--- src/sv/tkprc_pkg.sv ---
// -----------------------------------------------------------------------------
// tkprc_pkg
// shared types, widths, key layout and register codes for the touch key block
// -----------------------------------------------------------------------------
package tkprc_pkg;

	localparam int KEYS           = 9;
	localparam int TOUCHES        = 4;
	localparam int COORD_W        = 9;
	localparam int KEY_SIZE_W     = 7;
	localparam int REG_W          = 8;
	localparam int CFG_INDEX_W    = 2;
	localparam int COUNT_BITS_DEF = 8;
	localparam int COUNT_WRAP     = 16;

	localparam int IN_TDATA_W  = 88;
	localparam int OUT_TDATA_W = 48;

	localparam logic [KEY_SIZE_W-1:0] KEY_SIZE_RST     = 7'd40;
	localparam logic [REG_W-1:0]      REPEAT_DELAY_RST = 8'd15;
	localparam logic [REG_W-1:0]      CLICK_LIMIT_RST  = 8'd8;

	// key order: up, down, left, right, a, b, x, y, start
	localparam logic [COORD_W-1:0] CORNER_X [KEYS] = '{
		9'd50, 9'd50, 9'd10, 9'd90, 9'd270, 9'd230, 9'd230, 9'd190, 9'd140
	};
	localparam logic [COORD_W-1:0] CORNER_Y [KEYS] = '{
		9'd300, 9'd380, 9'd340, 9'd340, 9'd340, 9'd380, 9'd300, 9'd340, 9'd440
	};

	typedef enum logic [CFG_INDEX_W-1:0] {
		REG_KEY_SIZE     = 2'd0,
		REG_REPEAT_DELAY = 2'd1,
		REG_CLICK_LIMIT  = 2'd2
	} reg_idx_t;

	typedef struct packed {
		logic [COORD_W-1:0] x;
		logic [COORD_W-1:0] y;
	} touch_t;

endpackage

--- src/sv/tkprc_hit.sv ---
// -----------------------------------------------------------------------------
// tkprc_hit
// hit test of every touch point against the fixed key squares
// -----------------------------------------------------------------------------
module tkprc_hit (
	input  logic [tkprc_pkg::TOUCHES-1:0]    touch_valid,
	input  tkprc_pkg::touch_t                touch [tkprc_pkg::TOUCHES],
	input  logic [tkprc_pkg::KEY_SIZE_W-1:0] key_size,
	output logic [tkprc_pkg::KEYS-1:0]       hit
);
	import tkprc_pkg::*;

	always_comb begin
		logic                 found;
		logic [COORD_W:0]     px;
		logic [COORD_W:0]     py;
		logic [COORD_W:0]     lo_x;
		logic [COORD_W:0]     lo_y;
		hit   = '0;
		found = 1'b0;
		px    = '0;
		py    = '0;
		lo_x  = '0;
		lo_y  = '0;
		for (int t = 0; t < TOUCHES; t++) begin
			px    = {1'b0, touch[t].x};
			py    = {1'b0, touch[t].y};
			found = 1'b0;
			// a touch only lands on the first key it falls inside
			for (int k = 0; k < KEYS; k++) begin
				lo_x = {1'b0, CORNER_X[k]};
				lo_y = {1'b0, CORNER_Y[k]};
				if (touch_valid[t] && !found &&
				    px >= lo_x && px <= lo_x + (COORD_W+1)'(key_size) &&
				    py >= lo_y && py <= lo_y + (COORD_W+1)'(key_size)) begin
					hit[k] = 1'b1;
					found  = 1'b1;
				end
			end
		end
	end

endmodule

--- src/sv/touch_key_press_repeat_click.sv ---
// -----------------------------------------------------------------------------
// touch_key_press_repeat_click
// touch and button key tracker with press, release, click and auto-repeat
// -----------------------------------------------------------------------------
// one input item per frame tick on s_*: up to four touch points plus the
// physical button mask. one result item per input on m_*: held, pressed,
// released, clicked and repeat masks over nine keys.
// path: an item passes through the input register, then the result register,
// so the result on m_* is registered. throughput: one item per cycle while
// m_tready is high; per-key counters and the held mask are updated as an
// item moves from the input register into the result register, so
// consecutive items see each other's state.
// cfg_* writes key_size, repeat_delay and click_limit; cfg_ready is always
// high. write only while no item is in flight.
// reset: all keys released, counters zero, registers at key_size 40,
// repeat_delay 15, click_limit 8.
// when m_tready is low the result register holds; the input register still
// takes one more item, then s_tready drops until the result is taken.
// -----------------------------------------------------------------------------
module touch_key_press_repeat_click #(
	parameter int COUNT_BITS = tkprc_pkg::COUNT_BITS_DEF
) (
	input  logic                                clk,
	input  logic                                arst_n,
	input  logic                                cfg_valid,
	output logic                                cfg_ready,
	input  logic [tkprc_pkg::CFG_INDEX_W-1:0]   cfg_index,
	input  logic [tkprc_pkg::REG_W-1:0]         cfg_data,
	input  logic                                s_tvalid,
	output logic                                s_tready,
	// touch_valid[3:0], touch0_x, touch0_y, touch1_x, touch1_y, touch2_x,
	// touch2_y, touch3_x, touch3_y (9 bits each), held_buttons[8:0], zero pad
	input  logic [tkprc_pkg::IN_TDATA_W-1:0]    s_tdata,
	output logic                                m_tvalid,
	input  logic                                m_tready,
	// on_keys, pressed_keys, released_keys, clicked_keys, repeat_keys
	// (9 bits each), zero pad
	output logic [tkprc_pkg::OUT_TDATA_W-1:0]   m_tdata
);
	import tkprc_pkg::*;

	localparam int CMP_W = (COUNT_BITS > REG_W) ? COUNT_BITS : REG_W;
	localparam int IN_BITS = TOUCHES + 2 * TOUCHES * COORD_W + KEYS;

	// configuration registers
	logic [KEY_SIZE_W-1:0] key_size_q;
	logic [REG_W-1:0]      repeat_delay_q;
	logic [REG_W-1:0]      click_limit_q;

	// input register
	logic                  valid_s1;
	logic [TOUCHES-1:0]    tvalid_s1;
	touch_t                touch_s1 [TOUCHES];
	logic [KEYS-1:0]       buttons_s1;

	// result register
	logic                  valid_s2;
	logic [KEYS-1:0]       on_s2;
	logic [KEYS-1:0]       pressed_s2;
	logic [KEYS-1:0]       released_s2;
	logic [KEYS-1:0]       clicked_s2;
	logic [KEYS-1:0]       repeat_s2;

	// key state
	logic [KEYS-1:0]       prev_on_q;
	logic [COUNT_BITS-1:0] hold_q [KEYS];
	logic [COUNT_BITS-1:0] hold_d [KEYS];

	logic                  advance;
	logic [KEYS-1:0]       hit;
	logic [KEYS-1:0]       on_d;
	logic [KEYS-1:0]       pressed_d;
	logic [KEYS-1:0]       released_d;
	logic [KEYS-1:0]       clicked_d;
	logic [KEYS-1:0]       repeat_d;
	logic [KEYS-1:0]       count_nz;

	assign cfg_ready = 1'b1;

	always_ff @(posedge clk or negedge arst_n) begin
		if (!arst_n) begin
			key_size_q     <= KEY_SIZE_RST;
			repeat_delay_q <= REPEAT_DELAY_RST;
			click_limit_q  <= CLICK_LIMIT_RST;
		end else if (cfg_valid) begin
			unique case (reg_idx_t'(cfg_index))
				REG_KEY_SIZE:     key_size_q     <= cfg_data[KEY_SIZE_W-1:0];
				REG_REPEAT_DELAY: repeat_delay_q <= cfg_data;
				REG_CLICK_LIMIT:  click_limit_q  <= cfg_data;
				default: ;
			endcase
		end
	end

	// handshake
	assign advance  = valid_s1 && (!valid_s2 || m_tready);
	assign s_tready = !valid_s1 || advance;
	assign m_tvalid = valid_s2;

	always_ff @(posedge clk or negedge arst_n) begin
		if (!arst_n) begin
			valid_s1 <= 1'b0;
		end else if (s_tready) begin
			valid_s1 <= s_tvalid;
		end
	end

	always_ff @(posedge clk) begin
		if (s_tvalid && s_tready) begin
			tvalid_s1 <= s_tdata[TOUCHES-1:0];
			for (int t = 0; t < TOUCHES; t++) begin
				touch_s1[t].x <= s_tdata[TOUCHES + 2*t*COORD_W +: COORD_W];
				touch_s1[t].y <= s_tdata[TOUCHES + (2*t+1)*COORD_W +: COORD_W];
			end
			buttons_s1 <= s_tdata[IN_BITS-KEYS +: KEYS];
		end
	end

	tkprc_hit u_hit (
		.touch_valid (tvalid_s1),
		.touch       (touch_s1),
		.key_size    (key_size_q),
		.hit         (hit)
	);

	always_comb begin
		logic [COUNT_BITS-1:0] cnt;
		cnt        = '0;
		on_d       = hit | buttons_s1;
		pressed_d  = on_d & ~prev_on_q;
		released_d = ~on_d & prev_on_q;
		clicked_d  = '0;
		repeat_d   = pressed_d;
		for (int k = 0; k < KEYS; k++) begin
			cnt = hold_q[k];
			if (on_d[k]) begin
				if (CMP_W'(cnt) > CMP_W'(repeat_delay_q) && cnt[1:0] == 2'b00) begin
					repeat_d[k] = 1'b1;
				end
				// saturating wrap keeps the four-frame cadence
				hold_d[k] = (&cnt) ? COUNT_BITS'(COUNT_WRAP) : cnt + 1'b1;
			end else begin
				if (prev_on_q[k] && CMP_W'(cnt) <= CMP_W'(click_limit_q)) begin
					clicked_d[k] = 1'b1;
				end
				hold_d[k] = '0;
			end
		end
	end

	always_ff @(posedge clk or negedge arst_n) begin
		if (!arst_n) begin
			prev_on_q <= '0;
			for (int k = 0; k < KEYS; k++) begin
				hold_q[k] <= '0;
			end
		end else if (advance) begin
			prev_on_q <= on_d;
			for (int k = 0; k < KEYS; k++) begin
				hold_q[k] <= hold_d[k];
			end
		end
	end

	always_ff @(posedge clk or negedge arst_n) begin
		if (!arst_n) begin
			valid_s2 <= 1'b0;
		end else if (!valid_s2 || m_tready) begin
			valid_s2 <= valid_s1;
		end
	end

	always_ff @(posedge clk) begin
		if (advance) begin
			on_s2       <= on_d;
			pressed_s2  <= pressed_d;
			released_s2 <= released_d;
			clicked_s2  <= clicked_d;
			repeat_s2   <= repeat_d;
		end
	end

	assign m_tdata = {
		(OUT_TDATA_W - 5*KEYS)'(0),
		repeat_s2, clicked_s2, released_s2, pressed_s2, on_s2
	};

	always_comb begin
		for (int k = 0; k < KEYS; k++) begin
			count_nz[k] = |hold_q[k];
		end
	end

	// a key that was not held last frame has its counter cleared
	a_count_idle: assert property (@(posedge clk) disable iff (!arst_n)
		(count_nz & ~prev_on_q) == '0)
		else $error("hold counter running for a released key");

	a_click_sub: assert property (@(posedge clk) disable iff (!arst_n)
		valid_s2 |-> (clicked_s2 & ~released_s2) == '0)
		else $error("click without release");

	a_press_rep: assert property (@(posedge clk) disable iff (!arst_n)
		valid_s2 |-> (pressed_s2 & ~repeat_s2) == '0 && (pressed_s2 & released_s2) == '0)
		else $error("press not flagged as repeat, or pressed and released together");

	a_state_hold: assert property (@(posedge clk) disable iff (!arst_n)
		!advance |=> $stable(prev_on_q))
		else $error("key state moved without an item");

	a_result_src: assert property (@(posedge clk) disable iff (!arst_n)
		advance |=> valid_s2 && on_s2 == prev_on_q)
		else $error("result register out of step with key state");

endmodule
--- config.mk ---
export PLATFORM = sky130hd
export DESIGN_NAME = touch_key_press_repeat_click
export DESIGN_NICKNAME = d
export VERILOG_FILES = /design/src/sv/tkprc_pkg.sv /design/src/sv/tkprc_hit.sv /design/src/sv/touch_key_press_repeat_click.sv
export SDC_FILE = /design/constraint.sdc
export NUM_CORES = 1
export LEC_CHECK = 0
export BUFFER_PORTS_ARGS = -buffer_cell sky130_fd_sc_hd__clkbuf_2
export CAP_MARGIN = 20
export CORE_MARGIN = 1
export CORE_UTILIZATION = 50
export DETAILED_ROUTE_END_ITERATION = 10
export HOLD_SLACK_MARGIN = 0.08
export PLACE_DENSITY = 0.71
export SLEW_MARGIN = 5
export SYNTH_ARGS = -nofsm -noshare
export SYNTH_HDL_FRONTEND = slang
export SYNTH_SLANG_ARGS = --single-unit
--- constraint.sdc ---
create_clock -name clk -period 5.3 [get_ports clk]
set_input_delay 1.325 -clock clk [delete_from_list [all_inputs] [get_ports clk]]
set_output_delay 1.325 -clock clk [all_outputs]
set_load 0.05 [all_outputs]
* Word-level counts from Yosys, hierarchy flattened
Cells that the tools add are included.
Word-level totals: bits in latches 0, memories 0, input bits 103, memory bits (writable) 0, register bits after elaboration 236, ROM bits 0, word-level logic and storage cells 537
Cells by class: reductions and logical operators 254, divide/modulo/power cells 0, multiply operators 0, $lt $le $gt $ge 106, eq/ne operators 2, bitwise operators 5, multiplexer cells 112, $add $sub $neg 20, shifts and indexed selects 0
Operator list (number):
- 9-bit by 10-bit <= comparator with 1-bit output | 44
- 1-bit logical AND | 196
- 9-bit >= comparator (second input constant) | 20
- 8-bit 2-to-1 mux | 18
- 9-bit by 8-bit >= comparator with 1-bit output (second input constant) | 12
- 1-bit 2-to-1 mux | 94
- 8-bit by 1-bit adder with 8-bit output (second input constant) | 9
- 8-bit > comparator | 9
- 8-bit <= comparator | 9
- 8-bit AND reduction | 9
- 9-bit by 7-bit adder with 10-bit output (first input constant) | 5
- 9-bit by 4-bit >= comparator with 1-bit output (second input constant) | 4
- 9-bit by 6-bit >= comparator with 1-bit output (second input constant) | 4
- 9-bit by 7-bit >= comparator with 1-bit output (second input constant) | 4
- 1-bit logical NOT | 34
- 8-bit by 7-bit adder with 9-bit output (first input constant) | 3
- 2-bit logical NOT | 10
- 9-bit bitwise AND | 2
- 9-bit inverter | 2
- 9-bit bitwise OR | 1
- 4-bit by 7-bit adder with 8-bit output (first input constant) | 1
- 6-bit by 7-bit adder with 8-bit output (first input constant) | 1
- 7-bit by 7-bit adder with 8-bit output (first input constant) | 1
- 2-bit AND reduction | 3
- 3 further kinds | 4

* Logic depth before layout (Yosys ltp)
Gate-level depths: netlist of run 1.
depth in word-level cells 69, depth in mapped cells 19, gate-level depth less buffers 18

* Cells and area by module
A second synthesis of run 1 with hierarchy kept.
Second synthesis, totals: cell total of the unflattened synthesis 2278, area, all modules 21605.7 µm²
Modules (own cells, without submodules):
- touch_key_press_repeat_click | instances 1, area an instance 12695.9 µm², cells each 1102
- tkprc_hit | instances 1, area an instance 8909.8 µm², cells each 1176

* Worst setup path after synthesis of run 1
Ideal clock, no wire load.
kind input -> register, from input port m_tready, to register buttons_s1[0], enable pin, path buffers 0, data arrival time 3.839 ns, stages 2, setup slack 1.008 ns, setup time 0.453 ns, cell sequence nand3b_1 and2_1
On the way: word-level cells in the longest chain between the ends 4
Ends and longest elaborated chain:
- from (decl) | line touch_key_press_repeat_click.sv:35 | input logic m_tready,
- 1-bit logical OR | line touch_key_press_repeat_click.sv:96 | assign advance = valid_s1 && (!valid_s2 || m_tready);
- 1-bit logical AND | line touch_key_press_repeat_click.sv:96
- 1-bit logical OR | line touch_key_press_repeat_click.sv:97 | assign s_tready = !valid_s1 || advance;
- 1-bit logical AND | line touch_key_press_repeat_click.sv:109 | if (s_tvalid && s_tready) begin
- to (signal assigned) | line touch_key_press_repeat_click.sv:115 | buttons_s1 <= s_tdata[IN_BITS-KEYS +: KEYS];
- to (decl) | line touch_key_press_repeat_click.sv:54 | logic [KEYS-1:0] buttons_s1;
No other way between the ends. A chain may end at the register's enable or synchronous reset.

* Worst setup path after layout of run 1
from register key_size_q[3], to register hold_q[7] in the netlist's numbering
On the way: word-level cells in the longest chain between the ends 67, elaborated cells on any way between the ends 297, those cells by class add/sub (11); order compare (44); mux (37); bitwise (1); reduce/logical (204)
Ends and longest elaborated chain:
- from (decl) | line touch_key_press_repeat_click.sv:46 | logic [KEY_SIZE_W-1:0] key_size_q;
- from (signal assigned) | line touch_key_press_repeat_click.sv:87 | REG_KEY_SIZE: key_size_q <= cfg_data[KEY_SIZE_W-1:0];
- 6-bit by 7-bit adder with 8-bit output | line tkprc_hit.sv:34 | px >= lo_x && px <= lo_x + (COORD_W+1)'(key_size) &&
- 9-bit by 10-bit <= comparator with 1-bit output | line tkprc_hit.sv:34
- 1-bit logical AND (2 in series) | line tkprc_hit.sv:34
- 1-bit logical AND | line tkprc_hit.sv:35 | py >= lo_y && py <= lo_y + (COORD_W+1)'(key_size)) begin
- 1-bit 2-to-1 mux | line tkprc_hit.sv:33 | if (touch_valid[t] && !found &&
- 1-bit logical NOT | line tkprc_hit.sv:33
- 1-bit logical AND (2 in series) | line tkprc_hit.sv:33
- 1-bit logical AND (2 in series) | line tkprc_hit.sv:34
- (+45 left out)
- 1-bit logical AND (2 in series) | line tkprc_hit.sv:33
- 1-bit logical AND (2 in series) | line tkprc_hit.sv:34
- 1-bit logical AND | line tkprc_hit.sv:35
- 1-bit 2-to-1 mux (3 in series) | line tkprc_hit.sv:33
- 1-bit 2-to-1 mux (*) | line tkprc_hit.sv:33
- 9-bit bitwise OR (*) | line touch_key_press_repeat_click.sv:129 | on_d = hit | buttons_s1;
- via on_d[8] | line touch_key_press_repeat_click.sv:71 | logic [KEYS-1:0] on_d;
- 8-bit 2-to-1 mux (*) | line touch_key_press_repeat_click.sv:136 | if (on_d[k]) begin
- to (signal, indexed assignment) | line touch_key_press_repeat_click.sv:160 | hold_q[k] <= hold_d[k];
- to (decl) | line touch_key_press_repeat_click.sv:66 | logic [COUNT_BITS-1:0] hold_q [KEYS];
Mark *: on every way through the listed nets, which the timed path passes. The rest lies on a longest branch.

==> results of run 1 <==
report_power, final:
group | internal (mW) | total (mW) | switching (mW)
Combinational | 1.72 | 4.33 | 2.61
Sequential | 2.22 | 2.61 | 0.393
Clock | 1.09 | 1.88 | 0.790
worst paths after layout:
kind | from | endpoint | slack, ns | cells after the start
max | key_size_q[3]$_DFFE_PN1P_ | hold_q[7]$_DFFE_PN0P_ | 0.04 | 17
min | repeat_delay_q[6]$_DFFE_PN0P_ | repeat_delay_q[6]$_DFFE_PN0P_ | 0.50 | 1
max reg2reg | key_size_q[3]$_DFFE_PN1P_ | hold_q[7]$_DFFE_PN0P_ | 0.04 | 17
min reg2reg | repeat_delay_q[6]$_DFFE_PN0P_ | repeat_delay_q[6]$_DFFE_PN0P_ | 0.50 | 1
max in group asynchronous | arst_n | repeat_delay_q[1]$_DFFE_PN1P_ | 3.62 | 3
min in group asynchronous | arst_n | prev_on_q[5]$_DFFE_PN0P_ | 0.58 | 1
cell type report:
class	instances	area, um^2
sequential	236	6570
tap	539	674
clock buffer	37	744
antenna	2	5.00
timing repair buffer	202	1170
clock inverter	13	144
inverter	105	397
fill	3702	18100
multi-input combinational	1871	14400
registers in the layout (all words and copies together), names as in the netlist, 7 cells and up:
| name | flops |
|---|---|
| click_limit_q | 8 |
| clicked_s2 | 9 |
| hold_q | 72 |
| prev_on_q | 9 |
| released_s2 | 9 |
| repeat_s2 | 9 |
| buttons_s1 | 9 |
| on_s2 | 9 |
| repeat_delay_q | 8 |
| pressed_s2 | 9 |
| touch_s1 | 72 |
| key_size_q | 7 |
logic make-up (layout without fill, tap and decap cells):
family,after synthesis,after routing,share of synthesized area
AOI/OAI and AO/OA,706,706,0.220
and+or+nand+nor,678,678,0.168
adders and majority gates,425,425,0.247
DFF,236,236,0.304
buffers and inverters,159,357,0.0302
xor gates and xnor gates,34,34,0.0180
muxes,24,24,0.0127
other,2,6,0.000348
cells in the mapped netlist (all sizes together), types with 7 or more instances:
cell type and number:
o41ai 7, o31ai 15, dfstp 7, o21a 36
nand3 85, or3 19, nor4 16, a41oi 17
nor2b 40, a31oi 18, o211ai 27, nor3b 8
o32ai 9, a21o 67, ha 425, and4 8
o22ai 19, a22o 11, inv 104, xnor2 16
a21boi 13, a2111oi 8, o21ai 171, nor2 105
a21oi 152, xor2 12, clkbuf 32, nand2b 45
or2 7, nand4 69, buf 22, dfrtp 99
mux2 23, and2 20, edfxtp 130, o221ai 7
nand2 147, a211oi 41, nand3b 12, and3 24
nor3 47, o2111ai 10
routing by layer:
layer	track usage	vias up	routed length, um
met5	0	-	0
li1	-	9156	-
met3	0.0382	241	4680
met1	0.374	9338	26800
met4	0.161	0	3810
met2	0.494	858	30400
what timing repair did:
action,in CTS,in global routing
resized for setup,1,8
endpoints found under the setup margin,6,21
cloned,0,0
hold buffers,0,0
==> summary.txt, run 1 <==
Run status
  • Status: finished clean

Power and ir drop
  • Worst vdd ir: 0.000276 V
  • Pwr/cell area: 366 mW/mm^2
  • Total power after layout: 8.82 mW
  • Pleak: 10.9 nW

CTS
  • CTS root buffer: clkbuf_16
  • # H-tree levels: 1
  • Post-CTS Repair Setup Buffers: 0
  • CTS tree: done
  • Longest Clk Path Bufs: 3
  • CTS sink cnt: 236
  • CTS buffer count: 27
  • Reg clk slew, reported paths: 0.06 ns
  • Worst-Skew Late Latency: 0.58 ns

Route
  • Routed len/inst: 21.9 um
  • Vias post-DR: 19593
  • Routed Antenna Nets: 0
  • Starting DRT DRC Count: 1601
  • # DRC: 0
  • WL final: 65700 um
  • DR vias/cell: 6.52
  • Drt pass-1 iters: 9

Floorplan
  • Die Wd: 210 um
  • FP Rows: 75
  • Die Ht: 210 um
  • Initial Util: 0.511
  • Ports: 154
  • Core area: 0.0422 mm^2
  • Die ar.: 0.0440 mm^2

Setup path
  • Largest stage delay, worst path: 0.60 ns
  • Worst path required time: 5.74 ns
  • Worst-path cell chain: inv_1 -> ha_1 -> a21oi_1 -> nor2_1 -> xnor2_1 -> ha_1 -> o21a_1 -> o32ai_1 -> o21ai_0 -> a2111oi_2 -> nor3_1 -> a211oi_1 -> nor2b_1 -> buf_4 -> inv_1 -> nor2_2 -> o21ai_0
  • Worst path bufs/invs: 3
  • Arr. time, crit path: 5.70 ns
  • Startpoint Class: register
  • Setup crit end kind: register
  • Slowest-stage cell, CP: dfstp_2
  • Setup CP Type: register to register
  • CP delay by family, top: compound AO/OA/AOI/OAI gates
  • Crit-path max FO: 9

Synthesis
  • Register area share after synthesis: 0.304
  • Netlist cell types: 104
  • Top cells by area, synth: ha_1 25%, edfxtp_1 18%, dfrtp_1 11%
  • Share of the synthesized area in the top cell type: 0.247
  • Avg Inst Size Synth: 9.52 um^2
  • Dominant cell type by area after synthesis: ha_1
  • Post-Synthesis Cells: 2264
  • Post-synth EDFFs: 130
  • Async set or reset register ratio after synthesis: 0.449
  • Ys flop type: edfxtp_1
  • Syn Std Cell Area: 0.0216 mm^2
  • Yosys Warn Count: 0
  • Synthesis-stage register bit count: 236

Timing
  • # setup viols final: 0
  • Worst-Margin Slew: 0.841 ns
  • Final worst path period share: 0.992
  • Final critical-path required period: 5.26 ns
  • WHS: 0.504 ns
  • TNS Setup: 0 ns
  • Final hold viol count: 0
  • Slew Viols, Final: 0
  • Relative slew slack: 0.440
  • Final WS setup: 0.0417 ns
  • Max Clock Freq: 190 MHz
  • RSZ-0062 raised after global routing: false
  • Final Skew: 0.0160 ns

Global route
  • Initial antenna violation count: 3
  • First-pass GRT wire length: 102000 um
  • Vias in the first global route: 19154
  • Largest net degree at the start of global routing: 75
  • GRT Total Usage: 0.296
  • Total gr overflow: 0

Place
  • DP Area: 0.0231 mm^2
  • Gpl congestion: 1.01
  • Dpl hpwl: 49500 um
  • Placed cell count: 2952
  • Pre-CTS setup slack: -0.0921 ns
  • Port Buffers: 146

Final layout
  • Share of cells above drive strength 1: 0.133
  • Most frequent cells in the layout: 425 x ha_1, 153 x o21ai_0, 147 x a21oi_1
  • Layout area overhead: 11.8%
  • NumNets Final: 2971
  • Commonest non-fill, non-tap cell in the layout: ha_1
  • Design Area, Final: 0.0241 mm^2
  • Fin util: 0.571
  • Finished Layout Cells: 3005

Hold path
  • Min-delay worst type: register to register

Job
  • Max-Cap Viols: 0
Note: power is estimated with default switching activity, not from simulation.
==> run 2, diff against run 1 <==
ABC_AREA = 1   (was unset)
CTS_BUF_LIST = sky130_fd_sc_hd__clkbuf_8   (was unset)
==> run 2 against run 1 <==
  * Routed wire length grew 2.0%
  * Highest routed layer unchanged
  * Clock power hardly changed
  * Synthesized area up 1.4%
  * Sequential cell count unchanged
  * Maximum frequency is 9.4% higher
  * Non-clock buffer count is 15 lower
  * Critical path depth is 6 higher
  * Utilization decreased by 0.49 points
  * Sequential power fell by 2%
  * First-iteration DRC count is 9.8% higher
  * Clock-buffer cell count is 12 higher
  * Synthesized cell count grew 22%
==> summary.txt, run 2 <==
Synthesis
  • Ys flop type: edfxtp_1
  • Mux cell area share after synthesis: 0
  • Syn Std Cell Area: 0.0219 mm^2
  • Most frequent cells after synthesis: 538 x nand2_1, 425 x ha_1, 353 x inv_1
  • Avg Inst Size Synth: 7.88 um^2
  • XOR/XNOR Fraction of Synth Area: 0.0148
  • Netlist cell types: 62
  • Post-Synthesis Cells: 2772
  • Post-synth EDFFs: 130
  • Synthesis-stage register bit count: 236
  • Dominant cell type by area after synthesis: ha_1
  • Yosys Warn Count: 0
  • Register area share after synthesis: 0.300
  • Share of the synthesized area in the top cell type: 0.243
  • Compound-gate portion of the synthesized area: 0.136
  • Largest family of logic cells by synthesized area: adder cells
  • Async set or reset register ratio after synthesis: 0.449
  • Top cells by area, synth: ha_1 24%, edfxtp_1 18%, dfrtp_1 11%
  • Simple-gate share of the synthesized area: 0.234
  • Most numerous cell in the Yosys netlist: nand2_1
  • Adder-Cell Fraction of Synth Area: 0.243

Run status
  • Status: finished clean

Power and ir drop
  • Sw Share: 0.446
  • Pleak: 12.3 nW
  • Clk pwr share: 0.223
  • Worst vdd ir: 0.000220 V
  • Int Pwr: 4.62 mW
  • Sequential share of power: 0.308
  • Sw power: 3.72 mW
  • Pwr/cell area: 342 mW/mm^2
  • Total power after layout: 8.34 mW
  • Combinational power share: 0.468

Place
  • Placed cell count: 3510
  • Port Buffers: 146
  • Gpl congestion: 0.975
  • Pre-CTS setup slack: 0.588 ns
  • Dpl hpwl: 51200 um
  • DP Area: 0.0235 mm^2

CTS
  • CTS sink cnt: 236
  • CTS root buffer: clkbuf_8
  • # H-tree levels: 2
  • CTS tree: done
  • CTS buffer count: 43
  • Post-CTS Repair Setup Buffers: 0
  • Worst-Skew Late Latency: 0.63 ns
  • Hold bufs inserted after CTS: 0
  • Longest Clk Path Bufs: 3
  • Reg clk slew, reported paths: 0.05 ns
  • PostCTS Resize Cnt: 0

Timing
  • WHS: 0.486 ns
  • Final Skew: 0.0204 ns
  • Slew Viols, Final: 0
  • TNS Setup: 0 ns
  • Final WS setup: 0.493 ns
  • Worst-Margin Slew: 0.909 ns
  • # setup viols final: 0
  • Final hold viol count: 0
  • Final worst path period share: 0.907
  • Max Clock Freq: 208 MHz
  • Final critical-path required period: 4.81 ns
  • RSZ-0062 raised after global routing: false
  • Relative slew slack: 0.387

Setup path
  • Arr. time, crit path: 5.27 ns
  • Startpoint Class: register
  • Slowest-stage cell, CP: dfrtp_1
  • Worst path required time: 5.76 ns
  • Crit-path max FO: 12
  • CP most frequent cell: nand2_1
  • Worst-path cell chain: inv_4 -> ha_1 -> inv_1 -> nor2_1 -> nor2_1 -> nand2_1 -> o21ai_0 -> ha_1 -> nand2_1 -> inv_1 -> nand2_1 -> nand2_1 -> nand2_1 -> o211ai_1 -> a21oi_1 -> buf_4 -> o211ai_2 -> nand2_1 -> o221ai_1 -> nor2_1 -> inv_1 -> nand2_1 -> o22ai_1
  • Setup CP Type: register to register
  • Setup crit end kind: register
  • Largest stage delay, worst path: 0.62 ns

Global route
  • Initial antenna violation count: 0
  • GRT Total Usage: 0.301
  • Total gr overflow: 0
  • Largest net degree at the start of global routing: 76
  • Vias in the first global route: 19301
  • First-pass GRT wire length: 103000 um

Route
  • Routed Antenna Nets: 0
  • Met2 Wirelength: 28500 um
  • Top layer in use: met4
  • Starting DRT DRC Count: 1758
  • Routed len/inst: 18.7 um
  • Drt pass-1 iters: 6
  • WL final: 67000 um
  • Met3 wire len: 5600 um
  • Vias post-DR: 20470
  • DR vias/cell: 5.71
  • DRT met1 WL: 30400 um
  • # DRC: 0

Final layout
  • Finished Layout Cells: 3588
  • NumNets Final: 3498
  • Top flop regs: hold_q: 72 flops, touch_s1: 72 flops
  • Layout area overhead: 11.5%
  • Most frequent cells in the layout: 538 x nand2_1, 425 x ha_1, 367 x inv_1
  • Commonest non-fill, non-tap cell in the layout: nand2_1
  • ANT cells: 0
  • Design Area, Final: 0.0244 mm^2
  • Share of cells above drive strength 1: 0.100
  • Fin util: 0.566

Floorplan
  • Initial Util: 0.507
  • FP Rows: 76
  • Die Wd: 211 um
  • Die ar.: 0.0445 mm^2
  • Core area: 0.0431 mm^2
  • Ports: 154
  • Die Ht: 211 um

Hold path
  • Min-delay worst type: register to register

Job
  • Max-Cap Viols: 0
-- run 2: worst max-delay path, delay by kind of cell (launching register included) --
| kind | cells | cell delay [ns] |
|---|---|---|
| buffers and inverters | 5 | 0.86 |
| adder cells (fa/ha/maj) | 2 | 0.75 |
| flip-flops | 1 | 0.62 |
| AND/OR/NAND/NOR | 10 | 1.35 |
| AO/OA/AOI/OAI | 6 | 1.05 |
-- run 2: power by group through the flow --
stage          Sequential, mW  Combinational (mW)  Clock (mW)
6_report                 2.57                3.90        1.86
5_1_grt                  2.60                4.40        1.99
4_1_cts                  2.56                3.86        1.92
3_5_place_dp             2.59                3.83           0
3_3_place_gp             2.59                3.67           0
2_1_floorplan            2.70                2.52           0
-- run 2: final cells by class --
| cell class | count | area [um^2] |
|---|---|---|
| tap | 585 | 732 |
| fill | 3986 | 18700 |
| inverter | 356 | 1340 |
| timing repair buffer | 187 | 1070 |
| clock buffer | 49 | 674 |
| sequential | 236 | 6570 |
| multi-input combinational | 2146 | 13700 |
| clock inverter | 29 | 241 |
-- run 2: metal layers --
| layer | GRT usage | vias to the layer above |
|---|---|---|
| li1 | - | 10048 |
| met1 | 0.414 | 9485 |
| met2 | 0.457 | 773 |
| met3 | 0.0697 | 164 |
| met4 | 0.116 | 0 |
| met5 | 0 | - |
-- run 2: worst paths after layout --
kind	startpoint	endpoint	slack [ns]	cells past startpoint
max in group asynchronous	arst_n	repeat_delay_q[3]$_DFFE_PN1P_	3.69	2
min in group asynchronous	arst_n	hold_q[53]$_DFFE_PN0P_	0.70	1
min	click_limit_q[7]$_DFFE_PN0P_	click_limit_q[7]$_DFFE_PN0P_	0.49	2
max	key_size_q[4]$_DFFE_PN0P_	hold_q[47]$_DFFE_PN0P_	0.49	23
max reg2reg	key_size_q[4]$_DFFE_PN0P_	hold_q[47]$_DFFE_PN0P_	0.49	23
min reg2reg	click_limit_q[7]$_DFFE_PN0P_	click_limit_q[7]$_DFFE_PN0P_	0.49	2
-- run 2: logic make-up after synthesis --
group,after synthesis
simple gates,1163
other cells,2
buf+inv,392
fa+ha+maj,425
flops,236
compound gates,517
xor+xnor,37
